## src/design/lpht_pkg.sv

```systemverilog
// Shared constants, codes and types of the linear-probe hash table.
// No dependencies; the hash unit and the top level refer to it by scoped names.
package lpht_pkg;

  localparam int unsigned TABLE_SLOTS = 8;
  localparam int unsigned SLOT_W      = $clog2(TABLE_SLOTS);
  localparam int unsigned KEY_W       = 32;
  localparam int unsigned MARK_W      = 2;
  localparam bit          SLOTS_POW2  = ((TABLE_SLOTS & (TABLE_SLOTS - 1)) == 0);

  localparam logic [SLOT_W-1:0] LAST_SLOT = SLOT_W'(TABLE_SLOTS - 1);

  // operation codes
  localparam logic [1:0] FUNC_INSERT = 2'd0;
  localparam logic [1:0] FUNC_SEARCH = 2'd1;
  localparam logic [1:0] FUNC_REMOVE = 2'd2;

  // slot marks
  localparam logic [MARK_W-1:0] MARK_EMPTY   = 2'd0;
  localparam logic [MARK_W-1:0] MARK_USED    = 2'd1;
  localparam logic [MARK_W-1:0] MARK_DELETED = 2'd2;

  // result status codes
  localparam logic [2:0] ST_INSERTED  = 3'd0;
  localparam logic [2:0] ST_FULL      = 3'd1;
  localparam logic [2:0] ST_FOUND     = 3'd2;
  localparam logic [2:0] ST_NOT_FOUND = 3'd3;
  localparam logic [2:0] ST_DELETED   = 3'd4;

  typedef enum logic [2:0] {
    ST_CLEAR,
    ST_IDLE,
    ST_HASH,
    ST_PROBE,
    ST_DONE
  } state_t;

  typedef struct packed {
    logic              done;
    logic [SLOT_W-1:0] home;
  } hash_res_t;

  function automatic logic [SLOT_W-1:0] next_slot(input logic [SLOT_W-1:0] s);
    return (s == LAST_SLOT) ? '0 : s + SLOT_W'(1);
  endfunction

  // low three bits of a slot number, zero-extended for small tables
  function automatic logic [2:0] slot_field(input logic [SLOT_W-1:0] s);
    logic [SLOT_W+2:0] wide;
    wide = {3'b000, s};
    return wide[2:0];
  endfunction

endpackage

```

## src/design/lpht_ram.sv

```systemverilog
// Generic single-write, single-read RAM with a registered read port.
// No dependencies.
module lpht_ram #(
  parameter int unsigned WIDTH = 8,
  parameter int unsigned DEPTH = 16
) (
  input  logic                     clk,
  input  logic                     we,
  input  logic [$clog2(DEPTH)-1:0] waddr,
  input  logic [WIDTH-1:0]         wdata,
  input  logic                     re,
  input  logic [$clog2(DEPTH)-1:0] raddr,
  output logic [WIDTH-1:0]         rdata
);

  logic [WIDTH-1:0] mem [DEPTH];
  logic [WIDTH-1:0] rdata_r;

  always_ff @(posedge clk) begin
    if (we) begin
      mem[waddr] <= wdata;
    end
    if (re) begin
      rdata_r <= mem[raddr];
    end
  end

  assign rdata = rdata_r;

endmodule

```

## src/design/lpht_hash.sv

```systemverilog
// Home-slot unit: key modulo the table size.
// Depends on lpht_pkg.
module lpht_hash (
  input  logic                        clk,
  input  logic                        rst_n,
  input  logic                        start,
  input  logic [lpht_pkg::KEY_W-1:0]  key,
  output lpht_pkg::hash_res_t         res
);

  if (lpht_pkg::SLOTS_POW2) begin : g_mask
    logic                            done_r;
    logic [lpht_pkg::SLOT_W-1:0]     home_r;

    always_ff @(posedge clk) begin
      if (!rst_n) begin
        done_r <= 1'b0;
      end else begin
        done_r <= start;
      end
    end

    always_ff @(posedge clk) begin
      if (start) begin
        home_r <= key[lpht_pkg::SLOT_W-1:0];
      end
    end

    assign res.done = done_r;
    assign res.home = home_r;
  end else begin : g_iter
    // four key bits per step, remainder kept below the table size
    localparam int unsigned RW = lpht_pkg::SLOT_W + 4;
    localparam logic [RW-1:0] MODV = RW'(lpht_pkg::TABLE_SLOTS);

    logic                        busy_r;
    logic                        done_r;
    logic [2:0]                  step_r;
    logic [lpht_pkg::KEY_W-1:0]  keysh_r;
    logic [lpht_pkg::SLOT_W-1:0] rem_r;
    logic [RW-1:0]               red;

    always_comb begin
      red = {rem_r, keysh_r[lpht_pkg::KEY_W-1 -: 4]};
      for (int k = 3; k >= 0; k--) begin
        if (red >= (MODV << k)) begin
          red = red - (MODV << k);
        end
      end
    end

    always_ff @(posedge clk) begin
      if (!rst_n) begin
        busy_r <= 1'b0;
        done_r <= 1'b0;
        step_r <= '0;
      end else begin
        done_r <= busy_r && (step_r == 3'd7);
        if (start) begin
          busy_r <= 1'b1;
          step_r <= '0;
        end else if (busy_r) begin
          step_r <= step_r + 3'd1;
          if (step_r == 3'd7) begin
            busy_r <= 1'b0;
          end
        end
      end
    end

    always_ff @(posedge clk) begin
      if (start) begin
        keysh_r <= key;
        rem_r   <= '0;
      end else if (busy_r) begin
        keysh_r <= {keysh_r[lpht_pkg::KEY_W-5:0], 4'b0000};
        rem_r   <= red[lpht_pkg::SLOT_W-1:0];
      end
    end

    assign res.done = done_r;
    assign res.home = rem_r;
  end

endmodule

```

## src/design/linear_probe_hash_table_top.sv

```systemverilog
// Top level of the linear-probe hash table: sequencer, key and mark memories.
// Depends on lpht_pkg, lpht_ram and lpht_hash.
//
//   channel | ports                          | moves
//   --------+--------------------------------+-----------------------------
//   in      | in_valid in_stall in_func in_key  | one request: op and key
//   out     | out_valid out_stall out_status out_slot | one result per request
//
// Sequence: a request is taken in the idle state; the hash unit finds the home
// slot, then the probe walks the slot memories one slot per cycle until it stops,
// and the done state loads the result into the output register.
// Reset: a clearing pass writes every mark empty, with in_stall high. A
// stalled result holds in the output register; the next request is taken
// meanwhile and waits in the done state only if it finishes before the
// earlier result is gone.
module linear_probe_hash_table_top (
  input  logic                       clk,
  input  logic                       rst_n,
  input  logic                       in_valid,
  output logic                       in_stall,
  input  logic [1:0]                 in_func,
  input  logic [lpht_pkg::KEY_W-1:0] in_key,
  output logic                       out_valid,
  input  logic                       out_stall,
  output logic [2:0]                 out_status,
  output logic [2:0]                 out_slot
);

  lpht_pkg::state_t state_r, state_nxt;

  logic [1:0]                    func_r;
  logic [lpht_pkg::KEY_W-1:0]    key_r;
  logic [lpht_pkg::SLOT_W-1:0]   cur_r;
  logic [lpht_pkg::SLOT_W-1:0]   cnt_r;
  logic [lpht_pkg::SLOT_W-1:0]   clr_r;
  logic [2:0]                    res_status_r;
  logic [2:0]                    res_slot_r;
  logic                          out_valid_r;
  logic [2:0]                    out_status_r;
  logic [2:0]                    out_slot_r;

  logic                          in_acc;
  logic                          out_free;
  lpht_pkg::hash_res_t           hash_res;

  // memory ports
  logic                          rd_en;
  logic [lpht_pkg::SLOT_W-1:0]   rd_addr;
  logic [lpht_pkg::KEY_W-1:0]    rd_key;
  logic [lpht_pkg::MARK_W-1:0]   rd_mark;
  logic                          key_we;
  logic                          mark_we;
  logic [lpht_pkg::SLOT_W-1:0]   wr_addr;
  logic [lpht_pkg::MARK_W-1:0]   mark_wdata;

  // probe decision
  logic                          stop;
  logic                          hit_write;
  logic                          hit_key_write;
  logic [lpht_pkg::MARK_W-1:0]   hit_mark;
  logic [2:0]                    stop_status;
  logic [2:0]                    stop_slot;

  assign in_stall = (state_r != lpht_pkg::ST_IDLE);
  assign in_acc   = in_valid && !in_stall;
  assign out_free = !out_valid_r || !out_stall;

  lpht_hash u_hash (
    .clk   (clk),
    .rst_n (rst_n),
    .start (in_acc),
    .key   (in_key),
    .res   (hash_res)
  );

  lpht_ram #(
    .WIDTH (lpht_pkg::KEY_W),
    .DEPTH (lpht_pkg::TABLE_SLOTS)
  ) u_key_ram (
    .clk   (clk),
    .we    (key_we),
    .waddr (wr_addr),
    .wdata (key_r),
    .re    (rd_en),
    .raddr (rd_addr),
    .rdata (rd_key)
  );

  lpht_ram #(
    .WIDTH (lpht_pkg::MARK_W),
    .DEPTH (lpht_pkg::TABLE_SLOTS)
  ) u_mark_ram (
    .clk   (clk),
    .we    (mark_we),
    .waddr (wr_addr),
    .wdata (mark_wdata),
    .re    (rd_en),
    .raddr (rd_addr),
    .rdata (rd_mark)
  );

  // Judge the slot whose mark and key arrived this cycle. A mark of three
  // counts as empty: it is neither used nor deleted.
  always_comb begin
    logic used, deleted, key_hit, last;
    used          = (rd_mark == lpht_pkg::MARK_USED);
    deleted       = (rd_mark == lpht_pkg::MARK_DELETED);
    key_hit       = used && (rd_key == key_r);
    last          = (cnt_r == lpht_pkg::LAST_SLOT);
    stop          = 1'b0;
    hit_write     = 1'b0;
    hit_key_write = 1'b0;
    hit_mark      = lpht_pkg::MARK_USED;
    stop_status   = lpht_pkg::ST_NOT_FOUND;
    stop_slot     = 3'b000;
    unique case (func_r)
      lpht_pkg::FUNC_INSERT: begin
        if (!used) begin
          // take the first free or deleted slot
          stop          = 1'b1;
          hit_write     = 1'b1;
          hit_key_write = 1'b1;
          hit_mark      = lpht_pkg::MARK_USED;
          stop_status   = lpht_pkg::ST_INSERTED;
          stop_slot     = lpht_pkg::slot_field(cur_r);
        end else if (last) begin
          stop        = 1'b1;
          stop_status = lpht_pkg::ST_FULL;
        end
      end
      lpht_pkg::FUNC_SEARCH, lpht_pkg::FUNC_REMOVE: begin
        if (key_hit) begin
          stop      = 1'b1;
          stop_slot = lpht_pkg::slot_field(cur_r);
          if (func_r == lpht_pkg::FUNC_REMOVE) begin
            // leave a tombstone so later chains stay intact
            hit_write   = 1'b1;
            hit_mark    = lpht_pkg::MARK_DELETED;
            stop_status = lpht_pkg::ST_DELETED;
          end else begin
            stop_status = lpht_pkg::ST_FOUND;
          end
        end else if ((!used && !deleted) || last) begin
          // an empty slot ends the chain; used and deleted slots are passed
          stop = 1'b1;
        end
      end
      default: begin
        // unused code: answer not found, touch nothing
        stop = 1'b1;
      end
    endcase
  end

  // next state
  always_comb begin
    state_nxt = state_r;
    unique case (state_r)
      lpht_pkg::ST_CLEAR: if (clr_r == lpht_pkg::LAST_SLOT) state_nxt = lpht_pkg::ST_IDLE;
      lpht_pkg::ST_IDLE:  if (in_acc) state_nxt = lpht_pkg::ST_HASH;
      lpht_pkg::ST_HASH:  if (hash_res.done) state_nxt = lpht_pkg::ST_PROBE;
      lpht_pkg::ST_PROBE: if (stop) state_nxt = lpht_pkg::ST_DONE;
      lpht_pkg::ST_DONE:  if (out_free) state_nxt = lpht_pkg::ST_IDLE;
      default:            state_nxt = lpht_pkg::ST_CLEAR;
    endcase
  end

  // memory controls per state
  always_comb begin
    rd_en      = 1'b0;
    rd_addr    = cur_r;
    key_we     = 1'b0;
    mark_we    = 1'b0;
    wr_addr    = cur_r;
    mark_wdata = hit_mark;
    unique case (state_r)
      lpht_pkg::ST_CLEAR: begin
        mark_we    = 1'b1;
        wr_addr    = clr_r;
        mark_wdata = lpht_pkg::MARK_EMPTY;
      end
      lpht_pkg::ST_HASH: begin
        // fetch the home slot as soon as it is known
        rd_en   = hash_res.done;
        rd_addr = hash_res.home;
      end
      lpht_pkg::ST_PROBE: begin
        if (stop) begin
          mark_we = hit_write;
          key_we  = hit_key_write;
        end else begin
          // advance: fetch the next slot while this one is judged
          rd_en   = 1'b1;
          rd_addr = lpht_pkg::next_slot(cur_r);
        end
      end
      lpht_pkg::ST_IDLE, lpht_pkg::ST_DONE: begin
      end
      default: begin
      end
    endcase
  end

  always_ff @(posedge clk) begin
    if (!rst_n) begin
      state_r     <= lpht_pkg::ST_CLEAR;
      clr_r       <= '0;
      out_valid_r <= 1'b0;
    end else begin
      state_r <= state_nxt;
      if (state_r == lpht_pkg::ST_CLEAR) begin
        clr_r <= clr_r + lpht_pkg::SLOT_W'(1);
      end
      if (state_r == lpht_pkg::ST_DONE && out_free) begin
        out_valid_r <= 1'b1;
      end else if (!out_stall) begin
        out_valid_r <= 1'b0;
      end
    end
  end

  always_ff @(posedge clk) begin
    if (in_acc) begin
      func_r <= in_func;
      key_r  <= in_key;
    end
    if (state_r == lpht_pkg::ST_HASH && hash_res.done) begin
      cur_r <= hash_res.home;
      cnt_r <= '0;
    end else if (state_r == lpht_pkg::ST_PROBE && !stop) begin
      cur_r <= lpht_pkg::next_slot(cur_r);
      cnt_r <= cnt_r + lpht_pkg::SLOT_W'(1);
    end
    if (state_r == lpht_pkg::ST_PROBE && stop) begin
      res_status_r <= stop_status;
      res_slot_r   <= stop_slot;
    end
    if (state_r == lpht_pkg::ST_DONE && out_free) begin
      out_status_r <= res_status_r;
      out_slot_r   <= res_slot_r;
    end
  end

  assign out_valid  = out_valid_r;
  assign out_status = out_status_r;
  assign out_slot   = out_slot_r;

`ifndef SYNTHESIS
  // a write-back never shares a cycle with a probe fetch
  a_no_rw_overlap: assert property (@(posedge clk) disable iff (!rst_n)
    !((key_we || mark_we) && rd_en))
    else $error("memory write coincides with a probe read");

  // the home slot arrives only while the sequencer waits for it
  a_hash_in_state: assert property (@(posedge clk) disable iff (!rst_n)
    hash_res.done |-> (state_r == lpht_pkg::ST_HASH))
    else $error("home slot ready outside the hash state");

  // an accepted request is hashed in the following cycle
  a_accept_hash: assert property (@(posedge clk) disable iff (!rst_n)
    in_acc |=> (state_r == lpht_pkg::ST_HASH))
    else $error("accepted request did not move to hashing");

  // a delivered result carries a defined status code
  a_status_code: assert property (@(posedge clk) disable iff (!rst_n)
    out_valid_r |-> (out_status_r <= lpht_pkg::ST_DELETED))
    else $error("result with undefined status");
`endif

endmodule
```

## config.mk

```make
export PLATFORM = sky130hd
export DESIGN_NAME = linear_probe_hash_table_top
export DESIGN_NICKNAME = d
export VERILOG_FILES = /design/src/design/lpht_pkg.sv /design/src/design/lpht_ram.sv /design/src/design/lpht_hash.sv /design/src/design/linear_probe_hash_table_top.sv
export SDC_FILE = /design/constraint.sdc
export NUM_CORES = 1
export LEC_CHECK = 0
export BUFFER_PORTS_ARGS = -buffer_cell sky130_fd_sc_hd__buf_2
export CORE_MARGIN = 4
export CORE_UTILIZATION = 55
export CTS_CLUSTER_DIAMETER = 200
export CTS_CLUSTER_SIZE = 40
export DETAILED_ROUTE_END_ITERATION = 7
export HOLD_SLACK_MARGIN = 0.1
export PLACE_DENSITY_LB_ADDON = 0.12
export SETUP_SLACK_MARGIN = 0.3
export SLEW_MARGIN = 10
export SYNTH_ARGS = -nofsm -noshare
export SYNTH_HDL_FRONTEND = slang
export SYNTH_SLANG_ARGS = --single-unit
```

## constraint.sdc

```tcl
create_clock -name clk -period 4.7 [get_ports clk]
set_input_delay 0 -clock clk [delete_from_list [all_inputs] [get_ports clk]]
set_output_delay 0 -clock clk [all_outputs]
set_load 0.02 [all_outputs]
```

==> impl_metrics.json, run 1 <==
{
  "critPathRequiredTime_ps": 4890,
  "antenna_found_initial": 0,
  "h-tree-depth": 1,
  "power_mw": 6.90,
  "rrSetupSlack_ps": 1230,
  "setup_viol_count_final": 0,
  "root_buffer": "clkbuf_16",
  "place_ws_ps": 1300,
  "end_kind": "flop",
  "port_buffers": 45,
  "rsz0062_at_grt": "false",
  "post-dp-hpwl_mm": 18.5,
  "cts_sinks": 366,
  "antennaDiodeCount": 0,
  "synth_area_sq_mm": 0.0150,
  "drc": 0,
  "synth_cells": 882,
  "synth_edf_count": 355,
  "final_common_cell": "edfxtp_1",
  "path_max_fanout": 17,
  "netlist_top_cells_area": "edfxtp_1 71%, mux2i_1 9.1%, a211oi_2 2.6%",
  "arrival_ps": 3650,
  "path_clk_slew_ps": 150,
  "finClkSkew_ps": 69.5,
  "ys_ff_latch": 366,
  "grt_start_max_net_pins": 81,
  "layout_common_cells": "355 x edfxtp_1, 137 x mux2i_1, 45 x buf_2",
  "cts_tree": "done",
  "post-route-period-util_pct": 73.7,
  "reg2reg_depth": 9,
  "seq_area_frac_synth_pct": 72.5,
  "rows": 60,
  "worst_slew_pin_slew_ps": 842,
  "io-pin-count": 46,
  "power.density_mw_per_mm2": 417,
  "timing.fmax_mhz": 289,
  "post-route-min-period_ps": 3470,
  "syn-num-nets": 931,
  "numCtsBuffers": 13,
  "outcome": "completed",
  "placeableCoreArea_sq_mm": 0.0269,
  "grt-ovfl-total": 0,
  "die_w_microns": 173,
  "min_path_type": "in -> reg",
  "maxSlewHeadroom_pct": 43.4,
  "clk_path_buf_depth": 3,
  "grt_pass1_vias": 8025,
  "nets": 1018,
  "initial_utilization_pct": 55.8,
  "dieArea_sq_mm": 0.0300,
  "worstHoldStart": "in_key[2]",
  "drv_cap": 0,
  "critPathKind": "reg -> reg",
  "worst_slack_ps": 1230,
  "routed_wl_mm": 30.8,
  "wl_per_cell_microns": 23.5,
  "post-synth-top-area-fraction_pct": 71.0,
  "synthToLayoutAreaGrowth_pct": 10.2,
  "yosysWarnings": 0,
  "grt.total_usage_pct": 20.4,
  "avgSynthCellArea_sq_um": 17.0,
  "synth_flop_cell": "edfxtp_1",
  "post-synth-top-area-cell": "edfxtp_1",
  "final.setup.tns_ps": 0,
  "min_path_cells": 2,
  "async_flop_share_pct": 0,
  "clk_latency_ps": 520,
  "ir_worst_vdd_mv": 0.288,
  "drive_gt1_share_pct": 17.5,
  "grt_pass1_wl_mm": 47.5,
  "dr.pass1.iters": 5,
  "power.leakage_nw": 5.68,
  "r2r_start": "key_r[25]",
  "antenna_left": 0,
  "place.gp.congestion": 0.833,
  "via_per_inst": 5.97,
  "slew_violations": 0,
  "final_core_util_pct": 61.6,
  "startpoint_type": "flop",
  "num_vias": 7837,
  "startpoint": "key_r[25]",
  "die_h_microns": 173,
  "dr.first_iter.drc_count": 719,
  "final-hold-violation-count": 0,
  "fill_cells": 1984,
  "yosysUniqueCellTypes": 61
}
## cell families after synthesis
kind of cell	Yosys count	share of synthesized area [%]
DFF	366	72.5
and+or+nand+nor	160	6.37
muxes	141	9.44
AOI/OAI and AO/OA	121	7.36
buffers and inverters	54	1.73
xor gates and xnor gates	29	1.69
adders and majority gates	11	0.917
## per-stage QoR
stage,hold WS (ps),std cells,area (sq um)
after floorplan,98.9,882,15000
after global placement,177,1256,15800
after detailed placement,178,1256,15800
after CTS,174,1313,16500
after global routing,176,1313,16500
final,186,1313,16500
## final timing paths
| path | endpoint |
|---|---|
| min | key_r[2] |
| min reg2reg | out_slot[1] |
| max reg2reg | u_key_ram.rdata[4] |
| max | u_key_ram.rdata[4] |
## what timing repair did
item                                   in CTS  in global routing
hold buffers                               39                  0
setup buffers                               0                  0
gates resized for setup                     0                  0
endpoints found under the hold margin      48                  0
## layout make-up
type,instances,area (sq um),share of cell area [%]
clock buffers,17,340,2.06
clock inverters,1,30.0,0.182
inverters,18,67.6,0.408
multi-input cells,462,3950,23.9
flip-flops and latches,366,10900,65.8
well taps,341,427,2.58
repair buffers,108,846,5.11
## synth_stat cells (3+ instances only)
library cell    n
ha_1           11
a21boi_0        3
a21oi_1         9
buf_2          24
and2_4         29
mux2i_1       137
nand4_1         9
o21a_1          3
dfxtp_1        11
a31oi_1         5
nor4_1          9
edfxtp_1      355
xor2_1         15
and2_1          6
nand2_1        20
xnor2_1        14
and4_1          3
nor3_1          8
o21ai_0         9
clkbuf_1        6
nand3_1         9
nor2_1         36
a22oi_1         3
a211oi_1        7
inv_1          18
buf_6           3
a211oi_2       31
nand2b_1       12
mux2_2          4
a22o_1         33
nor2b_1         3
and2_2          4
## worst max-delay path, stage by stage, from the launching register on
cell      delay, ps
edfxtp_1        570
xor2_1          280
or2_0           260
or4_4           550
o31a_1          320
nor3_2          400
a32o_1          260
buf_4           280
a22o_1          180
a211oi_2         40
## report_power, final
part           switching [mW]  total, mW  internal [mW]
clock network           0.894       1.43          0.532
registers               0.175       4.03           3.85
logic                   0.850       1.45          0.596
## layer usage
metal	share of wire, %	global-route usage (%)	up-vias
li1	-	-	3590
met1	44	28.9	4020
met2	50	34.8	194
met3	4.0	2.12	33
met4	2.1	4.16	0
met5	0	0	-
## flip-flops by register name, summed over array words and instances (netlist names)
signal,count
u_key_ram.mem,256
key_r,32
u_key_ram.rdata,32
u_mark_ram.mem,16
clr_r,3
cnt_r,3
cur_r,3
out_slot,3
out_status,3
res_slot_r,3
res_status_r,3
state_r,3
func_r,2
u_mark_ram.rdata,2
out_valid,1
u_hash.g_mask.done_r,1
Note: power is estimated with default switching activity, not from simulation.
==> run 2: changes to the inputs <==
- ABC_AREA: not set -> 1
- clock period: 4.7 -> 3.3 ns (I/O delays scaled with it)
==> impl_metrics.json, run 2 <==
{
  "clk_path_buf_depth": 3,
  "place.gp.congestion": 0.846,
  "async_flop_share_pct": 0,
  "grt_pass1_wl_mm": 60.0,
  "ff_latch_area_sq_mm": 0.0109,
  "netlist_top_cells_area": "edfxtp_1 64%, nand2_1 9.4%, inv_1 8.0%",
  "antennaDiodeCount": 0,
  "hold_end": "key_r[13]",
  "power.density_mw_per_mm2": 567,
  "ir_worst_vdd_mv": 0.515,
  "final_core_util_pct": 63.6,
  "place_ws_ps": 141,
  "finClkSkew_ps": 56.4,
  "min_path_type": "in -> reg",
  "wl_per_cell_microns": 19.1,
  "arrival_ps": 3160,
  "num_vias": 11400,
  "post-dp-hpwl_mm": 22.7,
  "largest_register_ffs": 256,
  "worst_slack_ps": 446,
  "yosysMostFrequentCell": "nand2_1",
  "grt_pass1_vias": 10800,
  "outcome": "completed",
  "die_w_microns": 182,
  "setup_viol_count_final": 0,
  "path_clk_slew_ps": 140,
  "yosysWarnings": 0,
  "final.setup.tns_ps": 0,
  "seq_area_frac_synth_pct": 65.1,
  "clk_latency_ps": 520,
  "synth_flop_cell": "edfxtp_1",
  "rrSetupSlack_ps": 450,
  "timing.fmax_mhz": 350,
  "multi_input_area_sq_mm": 0.00423,
  "slew_violations": 0,
  "startpoint_type": "flop",
  "crit_path_top_delay_cell": "edfxtp_1",
  "path_common_cell": "nand2_1",
  "yosysUniqueCellTypes": 38,
  "syn-num-nets": 1696,
  "dpl.cell_count": 2055,
  "routed_wl_mm": 41.0,
  "cts_tree": "done",
  "nets": 1807,
  "timing.rr.end": "u_key_ram.rdata[17]",
  "cts_sinks": 366,
  "dr.first_iter.drc_count": 942,
  "final-hold-violation-count": 0,
  "final_common_cell": "nand2_1",
  "die_h_microns": 182,
  "maxSlewHeadroom_pct": 48.8,
  "path_cells": "inv_1 -> nand2_1 -> nand2_1 -> clkinv_1 -> nand3_1 -> nor3_4 -> nand3_4 -> nand4_1 -> nand3_4 -> buf_12 -> nand2_4 -> buf_6 -> nand2_1 -> nand3_1 -> nand2_1 -> nand2_1 -> nand2_1",
  "grt_start_max_net_pins": 73,
  "synth_edf_count": 355,
  "fin_area_sq_mm": 0.0190,
  "min_path_cells": 2,
  "critPathKind": "reg -> reg",
  "post-route-min-period_ps": 2850,
  "layout_common_cells": "416 x nand2_1, 357 x inv_1, 355 x edfxtp_1",
  "path_max_fanout": 10,
  "antenna_found_initial": 1,
  "avgSynthCellArea_sq_um": 10.1,
  "synthToLayoutAreaGrowth_pct": 13.5,
  "cp_slowest_stage_delay_ps": 550,
  "worstHoldStart": "in_key[13]",
  "drive_gt1_share_pct": 12.3,
  "largest_register": "u_key_ram.mem",
  "grt.total_usage_pct": 23.0,
  "placeableCoreArea_sq_mm": 0.0298,
  "synth_cells": 1647,
  "post-synth-top-area-fraction_pct": 63.8,
  "dr.pass1.iters": 5,
  "path_buf_inv": 4,
  "numCtsBuffers": 13,
  "via_per_inst": 5.31,
  "h-tree-depth": 1,
  "end_kind": "flop",
  "synth_area_sq_mm": 0.0167,
  "post-synth-top-area-cell": "edfxtp_1",
  "root_buffer": "clkbuf_16",
  "port_buffers": 45,
  "dieArea_sq_mm": 0.0332,
  "reg2reg_depth": 17,
  "post-route-period-util_pct": 86.5,
  "synth_common_cells": "417 x nand2_1, 357 x inv_1, 355 x edfxtp_1",
  "rows": 63,
  "grt-ovfl-total": 0,
  "ys_ff_latch": 366,
  "cp_top_family": "simple AND/OR/NAND/NOR gates",
  "instances_no_fill": 2150,
  "io-pin-count": 46,
  "r2r_start": "key_r[21]",
  "worst_slew_pin_slew_ps": 766,
  "drc": 0,
  "power.leakage_nw": 8.43,
  "critPathRequiredTime_ps": 3600,
  "initial_utilization_pct": 56.1,
  "placed_cell_area_sq_mm": 0.0176,
  "fill_cells": 2372,
  "drv_cap": 0,
  "antenna_left": 0,
  "rsz0062_at_grt": "true"
}
==> run 2: changes by cell type after synthesis, sizes merged, moves of 9 or more <==
cell,before,now
a211oi,39,0
a22o,34,0
and2,39,0
buf,30,50
clkbuf,6,15
inv,18,361
mux2i,137,0
nand2,20,421
nand2b,12,0
nand3,9,286
nor2,36,60
xnor2,14,2
xor2,15,1
==> run 2: through the flow <==
stage,total power [mW],hold WS [ps]
floorplan,7.54,98.9
global placement,8.29,176
detailed placement,8.35,178
CTS,10.4,153
global route,11.3,168
finish,10.7,174
==> run 2: report_power, final <==
part | internal [mW] | total, mW | switching (mW)
Clock | 0.754 | 2.09 | 1.34
Combinational | 1.06 | 3.05 | 1.98
Sequential | 5.46 | 5.61 | 0.150
==> run 2: logic make-up (layout without fill, tap and decap cells) <==
kind of cell               after synthesis  count (layout)  share of synthesized area, %
adders and majority gates               11              11                         0.824
DFF                                    366             366                          65.1
buffers and inverters                  429             540                          10.5
and+or+nand+nor                        804             806                          22.2
AOI/OAI and AO/OA                       34              34                          1.09
xor gates and xnor gates                 3               3                         0.157
==> run 2: how the worst max path moves through the flow <==
stage | startpoint | end | depth (start not counted)
2_1_floorplan | state_r[2] | func_r[0] | 3
3_3_place_gp | key_r[2] | u_mark_ram.mem[6][1] | 8
3_5_place_dp | key_r[2] | u_mark_ram.mem[7][1] | 8
4_1_cts | u_mark_ram.rdata[1] | u_key_ram.rdata[28] | 18
5_1_grt | key_r[21] | u_key_ram.rdata[8] | 17
6_report | key_r[21] | u_key_ram.rdata[17] | 17
==> run 2: layout make-up <==
class                           instances  share of cell area [%]
Clock buffer                           16                    1.78
Tap cell                              390                    2.57
Inverter                              364                    7.24
Sequential cell                       366                    57.4
Clock inverter                          1                   0.158
Multi-Input combinational cell        854                    22.3
Timing Repair Buffer                  159                    8.56
==> run 2: repair_timing <==
item | 4_1_cts | 5_1_grt
hold buffers | 37 | 0
pin swaps | 0 | 2
gates cloned | 0 | 13
endpoints found under the hold margin | 61 | 0
setup endpoints to repair | 9 | 50
resized for setup | 5 | 20
setup buffers | 0 | 28
==> run 2: metal layers <==
layer / routed length, microns / share of wire (%) / track usage [%] / vias up
li1: - / - / - / 5500
met1: 17300 / 42 / 32.2 / 5472
met2: 20100 / 49 / 39.1 / 382
met3: 2700 / 6.6 / 2.97 / 63
met4: 902 / 2.2 / 5.16 / 2
met5: 8 / 0.020 / 0 / -
==> run 3: changes to the inputs <==
- clock period: 3.3 -> 3.6 ns (I/O delays scaled with it)
==> impl_metrics.json, run 3 (synthesis results as in run 2) <==
{
  "via_per_inst": 5.28,
  "placeableCoreArea_sq_mm": 0.0298,
  "die_w_microns": 182,
  "clk_latency_ps": 520,
  "numCtsBuffers": 13,
  "startpoint": "key_r[14]",
  "path_max_fanout": 48,
  "end_kind": "flop",
  "drv_cap": 0,
  "synthToLayoutAreaGrowth_pct": 9.39,
  "dr.pass1.iters": 6,
  "grt.total_usage_pct": 23.3,
  "final_core_util_pct": 61.3,
  "critPathKind": "reg -> reg",
  "path_clk_slew_ps": 140,
  "rows": 63,
  "swShare_pct": 32.0,
  "rsz0062_at_grt": "false",
  "grt_pass1_vias": 10900,
  "post-dp-hpwl_mm": 22.9,
  "drt-met1-wl_mm": 16.9,
  "fill_cells": 2484,
  "antennaDiodeCount": 0,
  "timing.fmax_mhz": 326,
  "post-route-period-util_pct": 85.2,
  "die_h_microns": 182,
  "arrival_ps": 3330,
  "met3WireLength_mm": 2.13,
  "wl_per_cell_microns": 18.2,
  "dieArea_sq_mm": 0.0332,
  "num_vias": 11100,
  "cts_sinks": 366,
  "nets": 1767,
  "grt_pass1_wl_mm": 60.7,
  "largest_register": "u_key_ram.mem",
  "layout_common_cells": "415 x nand2_1, 357 x inv_1, 355 x edfxtp_1",
  "p_int_mw": 6.45,
  "place.gp.congestion": 0.897,
  "clk_path_buf_depth": 3,
  "power_frac_seq_pct": 54.4,
  "drive_gt1_share_pct": 10.1,
  "startpoint_type": "flop",
  "maxSlewHeadroom_pct": 24.8,
  "grt-ovfl-total": 0,
  "finClkSkew_ps": 60.2,
  "ir_worst_vdd_mv": 0.492,
  "port_buffers": 45,
  "worst_slew_pin_slew_ps": 1120,
  "dr.first_iter.drc_count": 1134,
  "min_path_type": "in -> reg",
  "routed_wl_mm": 38.5,
  "final.setup.tns_ps": 0,
  "cts_tree": "done",
  "p_sw_mw": 3.03,
  "setup_viol_count_final": 0,
  "grt_start_max_net_pins": 73,
  "worstHoldStart": "in_key[22]",
  "antenna_left": 0,
  "power.density_mw_per_mm2": 519,
  "h-tree-depth": 1,
  "slew_violations": 0,
  "largest_register_ffs": 256,
  "root_buffer": "clkbuf_16",
  "critPathRequiredTime_ps": 3870,
  "r2r_start": "key_r[14]",
  "final_common_cell": "nand2_1",
  "final-hold-violation-count": 0,
  "outcome": "completed",
  "post-route-min-period_ps": 3070,
  "power.leakage_nw": 8.09,
  "initial_utilization_pct": 56.1,
  "p_clk_share_pct": 20.1,
  "dr_wl_met2_mm": 18.8,
  "antenna_found_initial": 0,
  "io-pin-count": 46,
  "combPwrFrac_pct": 25.5,
  "drc": 0,
  "top_layer_used": "met4"
}
## run 3: power by group through the flow
stage	Combinational, mW	Clock [mW]	Sequential, mW
after floorplan	1.70	0	5.20
after global placement	2.31	0	5.25
after detailed placement	2.36	0	5.26
after CTS	2.41	1.94	5.16
after global routing	2.73	2.08	5.19
final	2.42	1.90	5.16
## run 3: final timing paths
kind / to / slack [ps] / depth (start not counted)
worst max-delay path: u_key_ram.rdata[7] / 530 / 14
worst min-delay path: key_r[22] / 180 / 2
worst max register to register: u_key_ram.rdata[7] / 530 / 14
worst min register to register: cnt_r[1] / 460 / 2
## run 3: layout make-up
| class | instances | area, sq um | area share [%] |
|---|---|---|---|
| Multi-Input combinational cell | 852 | 4170 | 22.8 |
| Inverter | 364 | 1370 | 7.50 |
| Timing Repair Buffer | 121 | 998 | 5.47 |
| Sequential cell | 366 | 10900 | 59.6 |
| Clock buffer | 16 | 337 | 1.84 |
| Tap cell | 390 | 488 | 2.67 |
| Clock inverter | 1 | 30.0 | 0.164 |
## run 3: what timing repair did
item | CTS | global route
setup endpoints to repair | 0 | 34
hold buffers | 38 | 0
setup buffers | 0 | 6
resized for setup | 0 | 4
hold endpoints to repair | 52 | 0
## run 3: critical path, stage by stage (launching register included)
cell and delay [ps]:
edfxtp_1 640, inv_1 80, nand2_1 110, nand4_1 160, nor3_2 350, nand3_4 170
nand4_1 150, nand3_4 150, nand2_4 280, buf_12 290, nand2_1 90, nand3_1 80
nand2_1 60, nand2_1 70, nand2_1 100
## run 3: through the flow
step	cell area, sq um	power [mW]	cells	worst slack (ps)	hold slack, ps
finish	18300	9.48	2110	534	178
global route	18300	10.0	2110	303	166
CTS	18200	9.51	2104	372	165
detailed placement	17500	7.62	2049	420	178
global placement	17500	7.56	2049	465	176
floorplan	16700	6.90	1647	505	98.9
## run 3: per-layer routing
| layer | up-vias | GRT usage [%] |
|---|---|---|
| met5 | - | 0 |
| met4 | 0 | 4.41 |
| met3 | 34 | 2.35 |
| met2 | 341 | 39.5 |
| met1 | 5355 | 33.5 |
| li1 | 5404 | - |
